$ cat src/hw/rtl/mmlex_pkg.sv
`timescale 1ns / 1ps

package mmlex_pkg;

  localparam int unsigned MaxTokenLen = 4095;
  localparam int unsigned TokLenW     = $clog2(MaxTokenLen + 1);

  localparam logic [7:0] ChDollar = 8'h24;
  localparam logic [7:0] ChLParen = 8'h28;
  localparam logic [7:0] ChRParen = 8'h29;
  localparam logic [7:0] PrintLo  = 8'd33;
  localparam logic [7:0] PrintHi  = 8'd126;

  localparam logic [3:0] KwNone = 4'd0;

  typedef enum logic [2:0] {
    ModeIdle         = 3'd0,
    ModeToken        = 3'd1,
    ModeDollar       = 3'd2,
    ModeAfterKw      = 3'd3,
    ModeComment      = 3'd4,
    ModeAfterComment = 3'd5
  } mode_e;

  typedef enum logic [2:0] {
    ErrNone      = 3'd0,
    ErrInvalid   = 3'd1,
    ErrNested    = 3'd2,
    ErrUnclosed  = 3'd3,
    ErrWsComment = 3'd4,
    ErrDangling  = 3'd5,
    ErrWsKeyword = 3'd6,
    ErrTooLong   = 3'd7
  } err_e;

  function automatic logic is_ws(input logic [7:0] b);
    return (b == 8'd32) || (b == 8'd9) || (b == 8'd10) || (b == 8'd13) || (b == 8'd12);
  endfunction

  function automatic logic is_printable(input logic [7:0] b);
    return (b >= PrintLo) && (b <= PrintHi);
  endfunction

  function automatic logic [3:0] keyword_code(input logic [7:0] b);
    logic [3:0] code;
    unique case (b)
      "c":     code = 4'd1;
      "v":     code = 4'd2;
      "f":     code = 4'd3;
      "e":     code = 4'd4;
      "a":     code = 4'd5;
      "p":     code = 4'd6;
      "d":     code = 4'd7;
      "{":     code = 4'd8;
      "}":     code = 4'd9;
      "=":     code = 4'd10;
      ".":     code = 4'd11;
      "[":     code = 4'd12;
      "]":     code = 4'd13;
      default: code = KwNone;
    endcase
    return code;
  endfunction

endpackage

$ cat src/hw/rtl/mmlex_if.sv
`timescale 1ns / 1ps

interface mmlex_in_if;
  logic       valid;
  logic       ready;
  logic [7:0] in_byte;
  logic       end_of_input;

  modport source (output valid, output in_byte, output end_of_input, input ready);
  modport sink   (input valid, input in_byte, input end_of_input, output ready);
endinterface

interface mmlex_out_if;
  logic       valid;
  logic       ready;
  logic [7:0] out_char;
  logic       char_valid;
  logic       token_start;
  logic       token_end;
  logic [3:0] keyword;
  logic [2:0] error_code;
  logic       done_res;

  modport source (output valid, output out_char, output char_valid, output token_start,
                  output token_end, output keyword, output error_code, output done_res,
                  input ready);
  modport sink   (input valid, input out_char, input char_valid, input token_start,
                  input token_end, input keyword, input error_code, input done_res,
                  output ready);
endinterface

$ cat src/hw/rtl/proof_language_lexer.sv
`timescale 1ns / 1ps

// Byte-serial tokenizer for the Metamath text format. Each input word is one
// text byte or an end-of-input marker, and each produces exactly one result
// word the cycle after acceptance; the block takes a word every cycle, since
// the whole lexer step is a small state update between the input handshake
// and the result register, and it stalls only while that register is full
// and not taken. Results flag symbol-token bytes, mark the first with token
// start and the word that ends a token with token end, report dollar keywords
// on their second character, and carry a sticky error code that holds until
// reset. Token length is checked against MaxTokenLen (4095) from the package.
module proof_language_lexer (
  input  logic clk_i,
  input  logic rst_ni,
  mmlex_in_if.sink    in_i,
  mmlex_out_if.source out_o
);
  import mmlex_pkg::*;

  mode_e               mode_q, mode_d;
  logic                prev_dollar_q, prev_dollar_d;
  logic [TokLenW-1:0]  tok_len_q, tok_len_d;
  err_e                err_q, err_d;

  logic                in_fire;
  logic                out_valid_q;
  logic [7:0]          char_q;
  logic                cv_q, ts_q, te_q, done_q;
  logic [3:0]          kw_q;
  logic [2:0]          err_out_q;

  logic                cv, ts, te, done;
  logic [3:0]          kw;
  logic [7:0]          b;
  logic                eoi;

  assign b       = in_i.in_byte;
  assign eoi     = in_i.end_of_input;
  assign in_i.ready = !out_valid_q || out_o.ready;
  assign in_fire = in_i.valid && in_i.ready;

  always_comb begin
    mode_d        = mode_q;
    prev_dollar_d = prev_dollar_q;
    tok_len_d     = tok_len_q;
    err_d         = err_q;
    cv            = 1'b0;
    ts            = 1'b0;
    te            = 1'b0;
    kw            = KwNone;
    done          = 1'b0;
    if (err_q == ErrNone) begin
      if (eoi) begin
        unique case (mode_q)
          ModeToken:   te = 1'b1;
          ModeDollar:  err_d = ErrDangling;
          ModeComment: err_d = ErrUnclosed;
          default:     ;
        endcase
        if (err_d == ErrNone) begin
          done          = 1'b1;
          mode_d        = ModeIdle;
          prev_dollar_d = 1'b0;
          tok_len_d     = '0;
        end
      end else begin
        unique case (mode_q)
          ModeToken: begin
            if (is_ws(b) || (b == ChDollar)) begin
              te        = 1'b1;
              tok_len_d = '0;
              mode_d    = is_ws(b) ? ModeIdle : ModeDollar;
            end else if (!is_printable(b)) begin
              err_d = ErrInvalid;
            end else if (tok_len_q >= TokLenW'(MaxTokenLen)) begin
              err_d = ErrTooLong;
            end else begin
              tok_len_d = tok_len_q + TokLenW'(1);
              cv        = 1'b1;
            end
          end
          ModeDollar: begin
            if (b == ChLParen) begin
              mode_d        = ModeComment;
              prev_dollar_d = 1'b0;
            end else if (keyword_code(b) != KwNone) begin
              kw     = keyword_code(b);
              mode_d = ModeAfterKw;
            end else begin
              err_d = ErrDangling;
            end
          end
          ModeAfterKw: begin
            if (is_ws(b)) mode_d = ModeIdle;
            else err_d = ErrWsKeyword;
          end
          ModeComment: begin
            if (prev_dollar_q && (b == ChLParen)) begin
              err_d = ErrNested;
            end else if (prev_dollar_q && (b == ChRParen)) begin
              prev_dollar_d = 1'b0;
              mode_d        = ModeAfterComment;
            end else if (!is_printable(b) && !is_ws(b)) begin
              err_d = ErrInvalid;
            end else begin
              prev_dollar_d = (b == ChDollar);
            end
          end
          ModeAfterComment: begin
            if (is_ws(b)) mode_d = ModeIdle;
            else err_d = ErrWsComment;
          end
          default: begin
            if (is_ws(b)) begin
              mode_d = ModeIdle;
            end else if (b == ChDollar) begin
              mode_d = ModeDollar;
            end else if (is_printable(b)) begin
              mode_d    = ModeToken;
              tok_len_d = TokLenW'(1);
              cv        = 1'b1;
              ts        = 1'b1;
            end else begin
              err_d = ErrInvalid;
            end
          end
        endcase
      end
      if (err_d != ErrNone) begin
        cv   = 1'b0;
        ts   = 1'b0;
        te   = 1'b0;
        kw   = KwNone;
        done = 1'b0;
      end
    end
  end

  always_ff @(posedge clk_i or negedge rst_ni) begin
    if (!rst_ni) begin
      mode_q        <= ModeIdle;
      prev_dollar_q <= 1'b0;
      tok_len_q     <= '0;
      err_q         <= ErrNone;
    end else if (in_fire) begin
      mode_q        <= mode_d;
      prev_dollar_q <= prev_dollar_d;
      tok_len_q     <= tok_len_d;
      err_q         <= err_d;
    end
  end

  always_ff @(posedge clk_i or negedge rst_ni) begin
    if (!rst_ni) begin
      out_valid_q <= 1'b0;
    end else if (in_fire) begin
      out_valid_q <= 1'b1;
    end else if (out_o.ready) begin
      out_valid_q <= 1'b0;
    end
  end

  always_ff @(posedge clk_i) begin
    if (in_fire) begin
      char_q    <= eoi ? 8'd0 : b;
      cv_q      <= cv;
      ts_q      <= ts;
      te_q      <= te;
      kw_q      <= kw;
      err_out_q <= err_d;
      done_q    <= done;
    end
  end

  assign out_o.valid       = out_valid_q;
  assign out_o.out_char    = char_q;
  assign out_o.char_valid  = cv_q;
  assign out_o.token_start = ts_q;
  assign out_o.token_end   = te_q;
  assign out_o.keyword     = kw_q;
  assign out_o.error_code  = err_out_q;
  assign out_o.done_res    = done_q;

`ifndef SYNTHESIS
  a_err_sticky: assert property (@(posedge clk_i) disable iff (!rst_ni)
    (err_q != ErrNone) |=> (err_q == $past(err_q)))
    else $error("error code changed after being set");

  a_done_clean: assert property (@(posedge clk_i) disable iff (!rst_ni)
    (out_valid_q && done_q) |-> (err_out_q == ErrNone))
    else $error("done reported with an error");

  a_start_marks: assert property (@(posedge clk_i) disable iff (!rst_ni)
    (out_valid_q && ts_q) |-> (cv_q && (mode_q == ModeToken)))
    else $error("token start without token byte");

  a_kw_alone: assert property (@(posedge clk_i) disable iff (!rst_ni)
    (out_valid_q && (kw_q != KwNone)) |-> (!cv_q && (mode_q == ModeAfterKw)))
    else $error("keyword reported outside keyword state");
`endif

endmodule
$ cat src/flat_wrapper.sv
// flat-port wrapper written by rule: the top's interface ports become plain ports
module proof_language_lexer_flat import mmlex_pkg::*;
  (clk_i, rst_ni, in_i_valid, in_i_in_byte, in_i_end_of_input, in_i_ready, out_o_valid, out_o_out_char, out_o_char_valid, out_o_token_start, out_o_token_end, out_o_keyword, out_o_error_code, out_o_done_res, out_o_ready);
  mmlex_in_if in_i_i ();
  mmlex_out_if out_o_i ();
  input  logic clk_i;
  input  logic rst_ni;
  input wire logic [$bits(in_i_i.valid)-1:0] in_i_valid;
  input wire logic [$bits(in_i_i.in_byte)-1:0] in_i_in_byte;
  input wire logic [$bits(in_i_i.end_of_input)-1:0] in_i_end_of_input;
  output wire logic [$bits(in_i_i.ready)-1:0] in_i_ready;
  output wire logic [$bits(out_o_i.valid)-1:0] out_o_valid;
  output wire logic [$bits(out_o_i.out_char)-1:0] out_o_out_char;
  output wire logic [$bits(out_o_i.char_valid)-1:0] out_o_char_valid;
  output wire logic [$bits(out_o_i.token_start)-1:0] out_o_token_start;
  output wire logic [$bits(out_o_i.token_end)-1:0] out_o_token_end;
  output wire logic [$bits(out_o_i.keyword)-1:0] out_o_keyword;
  output wire logic [$bits(out_o_i.error_code)-1:0] out_o_error_code;
  output wire logic [$bits(out_o_i.done_res)-1:0] out_o_done_res;
  input wire logic [$bits(out_o_i.ready)-1:0] out_o_ready;
  assign in_i_i.valid = in_i_valid;
  assign in_i_i.in_byte = in_i_in_byte;
  assign in_i_i.end_of_input = in_i_end_of_input;
  assign in_i_ready = in_i_i.ready;
  assign out_o_valid = out_o_i.valid;
  assign out_o_out_char = out_o_i.out_char;
  assign out_o_char_valid = out_o_i.char_valid;
  assign out_o_token_start = out_o_i.token_start;
  assign out_o_token_end = out_o_i.token_end;
  assign out_o_keyword = out_o_i.keyword;
  assign out_o_error_code = out_o_i.error_code;
  assign out_o_done_res = out_o_i.done_res;
  assign out_o_i.ready = out_o_ready;
  proof_language_lexer u_core (.clk_i(clk_i), .rst_ni(rst_ni), .in_i(in_i_i), .out_o(out_o_i));
endmodule
$ cat config.mk
export PLATFORM = sky130hd
export DESIGN_NAME = proof_language_lexer_flat
export DESIGN_NICKNAME = d
export VERILOG_FILES = /design/src/hw/rtl/mmlex_pkg.sv /design/src/hw/rtl/mmlex_if.sv /design/src/hw/rtl/proof_language_lexer.sv /design/src/flat_wrapper.sv
export SDC_FILE = /design/constraint.sdc
export NUM_CORES = 1
export LEC_CHECK = 0
export BUFFER_PORTS_ARGS = -buffer_cell sky130_fd_sc_hd__buf_2
export CORE_AREA = 2 2 88 56
export CTS_CLUSTER_SIZE = 12
export DETAILED_ROUTE_END_ITERATION = 8
export DIE_AREA = 0 0 90 58
export PLACE_DENSITY = 0.82
export SLEW_MARGIN = 20
export SYNTH_ARGS = -nofsm -noshare
export SYNTH_HDL_FRONTEND = slang
export SYNTH_SLANG_ARGS = --single-unit
$ cat constraint.sdc
create_clock -name clk_i -period 5.9 [get_ports clk_i]
set_input_delay 1.18 -clock clk_i [delete_from_list [all_inputs] [get_ports clk_i]]
set_output_delay 1.18 -clock clk_i [all_outputs]
set_load 0.05 [all_outputs]
==> results of run 1 <==
metrics by stage:
stage,cells,utilization (%)
3_3_place_gp,353,62.2
2_1_floorplan,273,-
5_1_grt,361,64.7
3_5_place_dp,353,62.2
6_report,361,64.7
4_1_cts,361,64.7
worst register-to-register path: cells and delay by family, from the launching register on:
kind	cells	cell delay, ns
flip-flops	1	0.53
AO/OA/AOI/OAI	1	0.32
AND/OR/NAND/NOR	5	2.09
kinds of logic (layout without fill, tap and decap cells):
kind of cell / Yosys count / in the layout / share of synthesized area, %
mux: 5 / 5 / 2.17
buf+inv: 25 / 50 / 4.82
fa+ha+maj: 2 / 2 / 0.867
xor+xnor: 5 / 5 / 1.69
simple gates: 130 / 130 / 28.2
flops: 39 / 39 / 41.2
compound gates: 67 / 67 / 21.0
Yosys cell counts, types with 2 or more instances:
master,instances,area [sq um]
o211a_1,2,20.0
nor3_1,9,45.0
nor2_1,25,93.8
inv_1,9,33.8
a32oi_1,2,17.5
nand4b_1,3,26.3
nor4_1,7,43.8
a211oi_1,2,15.0
a22oi_1,2,15.0
and2_1,5,31.3
or3b_2,2,17.5
mux2_2,5,56.3
o41ai_2,2,32.5
o21ai_0,4,20.0
edfxtp_1,19,571
a21oi_1,10,50.1
or3_1,4,25.0
nor3b_1,3,22.5
nand2b_1,4,25.0
buf_1,2,7.51
o2bb2ai_1,2,17.5
o41ai_1,2,17.5
nor2b_1,11,68.8
a22o_1,7,61.3
a21boi_0,6,45.0
and3_1,8,50.1
or2_2,3,18.8
buf_6,4,45.0
nand2_1,16,60.1
nand4_1,6,37.5
xnor2_1,4,35.0
o2111ai_1,3,26.3
nand3_1,12,60.1
a221o_1,4,40.0
a31oi_1,2,12.5
clkbuf_1,9,33.8
or4_1,3,22.5
dfrtp_1,20,500
final cells by class:
cell class,instances,area share [%]
Multi-Input combinational cell,209,49.0
Tap cell,63,2.75
Timing Repair Buffer,33,5.77
Clock inverter,3,1.53
Inverter,9,1.18
Sequential cell,39,37.4
Clock buffer,5,2.40
worst paths after layout:
check / depth (start not counted) / to / startpoint / slack [ns]
setup / recovery: 7 / u_core.tok_len_q[5] / in_i_in_byte[1] / 2.62
hold / removal: 1 / u_core.err_q[0] / u_core.err_q[0] / 0.53
setup reg to reg: 6 / u_core.tok_len_q[5] / u_core.mode_q[2] / 2.83
hold reg to reg: 1 / u_core.err_q[0] / u_core.err_q[0] / 0.53
max in group asynchronous: 1 / u_core.err_q[2] / rst_ni / 4.75
min in group asynchronous: 1 / u_core.mode_q[0] / rst_ni / 0.82
where the power goes:
group | internal, uW | total (uW) | leakage [uW] | switching [uW]
Clock | 126 | 225 | 0.0000581 | 99.1
Sequential | 292 | 294 | 0.000439 | 1.47
Combinational | 18.6 | 77.5 | 0.000653 | 58.9
flip-flops by register name, summed over array words and instances, names as in the netlist:
name and flops:
u_core.out_o.error_code 3, u_core.out_o.char_valid 1, u_core.err_q 3, u_core.out_o.token_end 1, u_core.mode_q 3, u_core.out_o.valid 1
u_core.prev_dollar_q 1, u_core.out_o.done_res 1, u_core.tok_len_q 12, u_core.out_o.keyword 4, u_core.out_o.token_start 1, u_core.out_o.out_char 8
per-layer routing:
layer	GRT usage [%]	part of all wire (%)	up-vias
li1	-	-	1098
met1	42.0	49	1114
met2	31.9	39	153
met3	4.68	11	6
met4	5.49	0.83	0
met5	0	0	-
==> flow_summary.yaml, run 1 <==
outcome:
  status: "complete, no violations"
place:
  pre_cts_slack_ns: 2.32
  gp_congestion: 0.925
  placed_area_sq_um: 2750
  hpwl_microns: 4430
  port-buffer-count: 33
die:
  rows: 19
  initial_core_util_pct: 58.7
  dieWidth_microns: 90
  io_pins: 34
  core_area_sq_um: 4420
  dieHeight_microns: 58
  die-area_sq_um: 5220
clocking:
  cts-resized-gates: 0
  root_buffer: "clkbuf_8"
  numCtsBuffers: 5
  clk_latency_ns: 0.30
  clk_pin_slew_ns: 0.08
  clock_sinks: 39
  h-tree-depth: 2
  clk_path_buf_depth: 2
  cts_post_setup_buffers_inserted: 0
  cts_tree: "yes"
  ctsHoldBuffers: 0
setup_path:
  cp.required_ns: 6.08
  worstPathArrival_ns: 3.46
  cp_top_family: "compound AO/OA/AOI/OAI gates"
  path_cells: "buf_2, or4_1, or3_1, o21ai_2, a21o_1, a21oi_2, a221o_1"
  worstPathBufferInverterCount: 1
  slowest_delay_ns: 0.61
  crit_fanout: 16
  cp_slowest_cell: "or4_1"
  critPathCaptureType: "flop"
  critPathLaunchType: "primary input"
  path_class: "in -> reg"
timing:
  period_share_pct: 55.6
  hold_ws_ns: 0.530
  clock_skew_ns: 0.0123
  rsz0062_at_grt: "no"
  setup_tns_ns: 0
  min_period_ns: 3.28
  setup_viol_count_final: 0
  fmax_mhz: 305
  slew_violations: 0
  hold_viol_final: 0
  worst-slew-pin-transition_ns: 0.865
  layout_setup_ws_ns: 2.62
  slew_headroom_pct: 42.4
cells_and_area:
  ff_latch_area_sq_um: 1070
  mostFrequentLayoutCells: "33 x buf_2, 25 x nor2_1, 20 x dfrtp_1, 19 x edfxtp_1, 16 x nand2_1"
  multiInputGateArea_sq_um: 1400
  drive_gt1_share_pct: 20.1
  fillers: 371
  layout_commonest_cell: "buf_2"
  num-nets-final: 311
  final_area_sq_um: 2860
  area_growth_pct: 10.2
  antenna_cells: 0
yosys:
  async_reset_ff_share_pct: 51.3
  ys_types: 68
  yosys_warnings: 0
  avgSynthCellArea_sq_um: 9.51
  syn_nets: 287
  ys_ff_latch: 39
  postSynthCellCount: 273
  syn_area_sq_um: 2600
  yosysSeqAreaShare_pct: 41.2
  synth_flop_cell: "dfrtp_1"
  synth_edf_count: 19
global_route:
  grt_usage_pct: 24.8
  grt_max_degree: 34
  grt_pass1_wl_microns: 10200
  overflow: 0
  grt_pass1_vias: 2015
  antenna_found_initial: 0
route:
  drc: 0
  wl_per_cell_microns: 17.0
  wl_microns: 6140
  routed-via-count: 2371
  drt_iter0_drc: 351
  firstDrtPassIters: 5
  via_per_inst: 6.57
  drtAntennaViolNets: 0
pwr:
  power_uw: 596
  ir_drop_mv: 0.0982
  p_leak_uw: 0.00115
  power_density_nw_per_um2: 208
job:
  maxCapViolCount: 0
hold_path:
  worstHoldPathType: "reg -> reg"
Power figures use the tool's default switching activity.
==> run 2, diff against run 1 <==
--- a/config.mk
+++ b/config.mk
@@ -6,11 +6,11 @@
 export NUM_CORES = 1
 export LEC_CHECK = 0
 export BUFFER_PORTS_ARGS = -buffer_cell sky130_fd_sc_hd__buf_2
-export CORE_AREA = 2 2 88 56
+export CORE_AREA = 2 2 90 57
 export CTS_CLUSTER_SIZE = 12
 export DETAILED_ROUTE_END_ITERATION = 8
-export DIE_AREA = 0 0 90 58
-export PLACE_DENSITY = 0.82
+export DIE_AREA = 0 0 92 59
+export PLACE_DENSITY = 0.79
 export SLEW_MARGIN = 20
 export SYNTH_ARGS = -nofsm -noshare
 export SYNTH_HDL_FRONTEND = slang
==> constraint.sdc (replaced) <==
create_clock -name clk_i -period 3.3 [get_ports clk_i]
set_input_delay 0.66 -clock clk_i [delete_from_list [all_inputs] [get_ports clk_i]]
set_output_delay 0.66 -clock clk_i [all_outputs]
set_load 0.05 [all_outputs]
==> run 2 against run 1 <==
- combinational power grew 86%
- setup slack lost 2.0 ns
- highest routed layer unchanged
- critical endpoint is now u_core.tok_len_q[2]
- cell area is essentially flat
- critical path depth is the same
- first-iteration DRC count grew 6.6%
- final cell count grew 1.1%
- sequential power grew 79%
- via count is the same
==> flow_summary.yaml, run 2 (synthesis results as in run 1) <==
global_route:
  grt_pass1_vias: 2039
  grt_usage_pct: 25.2
  grt_max_degree: 33
  antenna_found_initial: 0
  grt_pass1_wl_microns: 10500
  overflow: 0
die:
  rows: 19
  dieHeight_microns: 59
  die-area_sq_um: 5430
  initial_core_util_pct: 57.5
  core_area_sq_um: 4520
  dieWidth_microns: 92
  io_pins: 34
place:
  gp_congestion: 0.949
  port-buffer-count: 33
  placed_area_sq_um: 2780
  dpl.cell_count: 357
  pre_cts_slack_ns: 0.304
  hpwl_microns: 4850
setup_path:
  cp.required_ns: 3.48
  critPathLaunchType: "primary input"
  path_class: "in -> reg"
  crit_fanout: 9
  critPathCaptureType: "flop"
  worstPathArrival_ns: 2.90
clocking:
  root_buffer: "clkbuf_8"
  ctsHoldBuffers: 0
  cts_tree: "yes"
  numCtsBuffers: 5
  clk_path_buf_depth: 2
  h-tree-depth: 2
  cts_post_setup_buffers_inserted: 0
  clk_latency_ns: 0.30
  cts-resized-gates: 0
  clk_pin_slew_ns: 0.08
  clock_sinks: 39
timing:
  period_share_pct: 82.3
  worst-slew-pin-transition_ns: 0.639
  rsz0062_at_grt: "no"
  slew_violations: 0
  clock_skew_ns: 0.00851
  hold_viol_final: 0
  min_period_ns: 2.72
  setup_viol_count_final: 0
  layout_setup_ws_ns: 0.584
  fmax_mhz: 368
  slew_headroom_pct: 57.4
  setup_tns_ns: 0
cells_and_area:
  regMostFlops: "u_core.tok_len_q"
  layout_commonest_cell: "buf_2"
  drive_gt1_share_pct: 20.9
  antenna_cells: 0
  stdcell_count: 365
  mostFrequentLayoutCells: "33 x buf_2, 25 x nor2_1, 20 x dfrtp_1, 19 x edfxtp_1, 16 x nand2_1"
  largest_reg_flops: 12
  num-nets-final: 315
  final_area_sq_um: 2870
  area_growth_pct: 10.3
job:
  maxCapViolCount: 0
route:
  drtAntennaViolNets: 0
  firstDrtPassIters: 5
  via_per_inst: 6.50
  drc: 0
  wl_microns: 6550
  drt_iter0_drc: 374
  wl_per_cell_microns: 18.0
  routed-via-count: 2371
pwr:
  p_leak_uw: 0.00115
  power_density_nw_per_um2: 348
  ir_drop_mv: 0.171
hold_path:
  worstHoldPathType: "in -> async"
outcome:
  status: "complete, no violations"
==> run 2: changes by cell type in the layout (fill, tap and decap cells not counted) <==
cell,delta
clkinv_4,-1
clkbuf_1,+1
buf_4,+4
clkinvlp_4,+1
bufinv_16,-1
==> run 2: metal layers <==
metal  up-vias  wire length [microns]  global-route usage [%]
li1       1109                      -                       -
met1      1102                   3180                    40.2
met2       151                   2580                    34.1
met3         9                    727                    5.60
met4         0                     69                    7.04
met5         -                      0                       0
==> run 2: layout make-up <==
class                   instances  area, sq um
inverters                       9         33.8
multi-input cells             209         1400
fillers                       393         1650
repair buffers                 37          195
clock buffers                   6         72.6
clock inverters                 2         12.5
well taps                      63         78.8
flip-flops and latches         39         1070
==> run 2: critical path: stages <==
cell and delay (ns):
buf_2 0.14, or4_1 0.59, or3_1 0.39, o21ai_2 0.25, a21o_1 0.35, a21oi_2 0.18, a221o_1 0.32
==> run 2: final timing paths <==
kind                                   from             endpoint  slack [ns]  cells after the start
setup / recovery            in_i_in_byte[7]  u_core.tok_len_q[2]        0.58                      7
hold / removal                       rst_ni     u_core.mode_q[0]        0.31                      1
setup reg to reg           u_core.mode_q[2]  u_core.tok_len_q[5]        0.63                      7
hold reg to reg             u_core.err_q[0]      u_core.err_q[0]        0.55                      1
max in group asynchronous            rst_ni  u_core.tok_len_q[4]        2.67                      1
min in group clk_i          u_core.err_q[0]      u_core.err_q[0]        0.55                      1
==> run 2: where the power goes <==
group | internal, uW | switching, uW
Clock | 148 | 180
Combinational | 35.9 | 108
Sequential | 523 | 2.67
==> run 2: stage by stage <==
| step | utilization [%] | hold WS (ns) | power (uW) |
|---|---|---|---|
| 2_1_floorplan | - | 0.364 | 637 |
| 6_report | 63.4 | 0.307 | 997 |
| 3_5_place_dp | 61.6 | 0.517 | 678 |
| 3_3_place_gp | 61.6 | 0.521 | 675 |
| 5_1_grt | 63.4 | 0.339 | 1030 |
| 4_1_cts | 63.4 | 0.318 | 994 |
==> run 3, diff against run 2 <==
==> constraint.sdc (replaced) <==
create_clock -name clk_i -period 2.59 [get_ports clk_i]
set_input_delay 0.518 -clock clk_i [delete_from_list [all_inputs] [get_ports clk_i]]
set_output_delay 0.518 -clock clk_i [all_outputs]
set_load 0.05 [all_outputs]
==> run 3 against run 2 <==
- sequential power rose by 27%
- register-to-register slack got worse by 0.45 ns
- die area unchanged
- sequential cell count stayed put
- largest power group unchanged
- setup slack got worse by 0.41 ns
==> flow_summary.yaml, run 3 (synthesis results as in run 1) <==
outcome:
  status: "complete, no violations"
global_route:
  grt_usage_pct: 26.1
  grt_util_met2_pct: 33.9
  busiest_layer: "met1"
  grt_max_degree: 22
  grt_util_met3_pct: 5.85
  met1_usage_pct: 43.1
  overflow: 0
  grt_pass1_wl_microns: 10900
  antenna_found_initial: 0
  grt_pass1_vias: 2158
timing:
  clock_skew_ns: 0.0101
  min_period_ns: 2.41
  fmax_mhz: 415
  slew_violations: 0
  period_share_pct: 93.1
  slew_headroom_pct: 55.3
  setup_viol_count_final: 0
  setup_tns_ns: 0
  rsz0062_at_grt: "no"
  worst-slew-pin-transition_ns: 0.669
  hold_viol_final: 0
  hold_ws_ns: 0.159
place:
  gp_congestion: 1.00
  hpwl_microns: 5010
  port-buffer-count: 33
setup_path:
  critPathCaptureType: "flop"
  crit_fanout: 11
  critPathLaunchType: "flop"
  path_class: "reg -> reg"
  path_cells: "buf_4, xnor2_1, o2111a_1, and2_1, o2111ai_1, mux2_2"
  worstPathArrival_ns: 2.60
  cp_slowest_cell: "o2111a_1"
  crit_start: "u_core.mode_q[2]"
  slowest_delay_ns: 0.47
  cp.required_ns: 2.78
  rr_startpoint: "u_core.mode_q[2]"
die:
  core_area_sq_um: 4520
  dieHeight_microns: 59
  dieWidth_microns: 92
  io_pins: 34
  die-area_sq_um: 5430
  initial_core_util_pct: 57.5
  rows: 19
clocking:
  cts_post_setup_buffers_inserted: 0
  clk_pin_slew_ns: 0.08
  clk_latency_ns: 0.30
  clk_path_buf_depth: 2
  clock_sinks: 39
  h-tree-depth: 2
  cts_tree: "yes"
  ctsHoldBuffers: 0
  cts-resized-gates: 0
  numCtsBuffers: 5
  root_buffer: "clkbuf_8"
pwr:
  power_uw: 1280
  ir_drop_mv: 0.233
  power_switching_uw: 367
  comb_power_share_pct: 15.5
  power_density_nw_per_um2: 419
  p_leak_uw: 0.00127
  seqPwrFrac_pct: 52.3
  intPower_uw: 912
  p_clk_share_pct: 32.2
  swShare_pct: 28.7
route:
  drc: 0
  via_per_inst: 6.36
  wl_per_cell_microns: 17.0
  wl_microns: 6610
  drt_iter0_drc: 316
  firstDrtPassIters: 5
  routed-via-count: 2482
  drtAntennaViolNets: 0
cells_and_area:
  largest_reg_flops: 12
  drive_gt1_share_pct: 26.9
  mostFrequentLayoutCells: "33 x buf_2, 29 x buf_4, 25 x nor2_1, 20 x dfrtp_1, 19 x edfxtp_1"
  regMostFlops: "u_core.tok_len_q"
  layout_commonest_cell: "buf_2"
  antenna_cells: 0
  num-nets-final: 340
  area_growth_pct: 17.5
hold_path:
  worstHoldPathType: "in -> async"
job:
  maxCapViolCount: 0
-- run 3: cell types whose count changed in the layout (fill, tap and decap cells not counted) --
cell,change
buf_4,+25
-- run 3: critical path, delay by kind of cell, from the launching register on --
family | cells | cell delay (ns)
AO/OA/AOI/OAI | 2 | 0.72
XOR/XNOR | 1 | 0.31
buffers and inverters | 1 | 0.18
flip-flops | 1 | 0.39
multiplexers | 1 | 0.33
AND/OR/NAND/NOR | 1 | 0.37
-- run 3: final cells by class --
type,count,area (sq um)
Timing Repair Buffer,62,383
Multi-Input combinational cell,209,1400
Tap cell,63,78.8
Fill cell,367,1460
Clock buffer,6,72.6
Sequential cell,39,1070
Inverter,9,33.8
Clock inverter,2,12.5
-- run 3: final timing paths --
kind,end,slack (ns),depth (start not counted)
min,u_core.mode_q[2],0.16,1
max reg2reg,u_core.mode_q[0],0.18,6
min in group clk_i,u_core.out_o.valid,0.45,2
max in group asynchronous,u_core.tok_len_q[9],2.11,1
min reg2reg,u_core.err_q[0],0.55,1
max,u_core.mode_q[0],0.18,6
-- run 3: per-stage QoR --
stage | utilization [%] | setup slack, ns | cells | instance area [sq um]
global route | 67.6 | 0.0710 | 390 | 3050
detailed placement | 65.7 | -0.0945 | 382 | 2970
finish | 67.6 | 0.178 | 390 | 3050
global placement | 65.7 | -0.00526 | 382 | 2970
floorplan | - | -0.0780 | 273 | 2600
CTS | 67.6 | 0.220 | 390 | 3050
-- run 3: power by group through the flow --
stage	sequential, uW	combinational (uW)	clock [uW]
floorplan	734	78.0	0
global placement	682	194	0
detailed placement	682	197	0
CTS	669	197	414
global route	670	212	446
finish	669	199	412
-- run 3: per-layer routing --
layer	vias up	routed length, microns
met5	-	0
li1	1161	-
met3	9	722
met1	1157	3260
met2	155	2560
met4	0	69
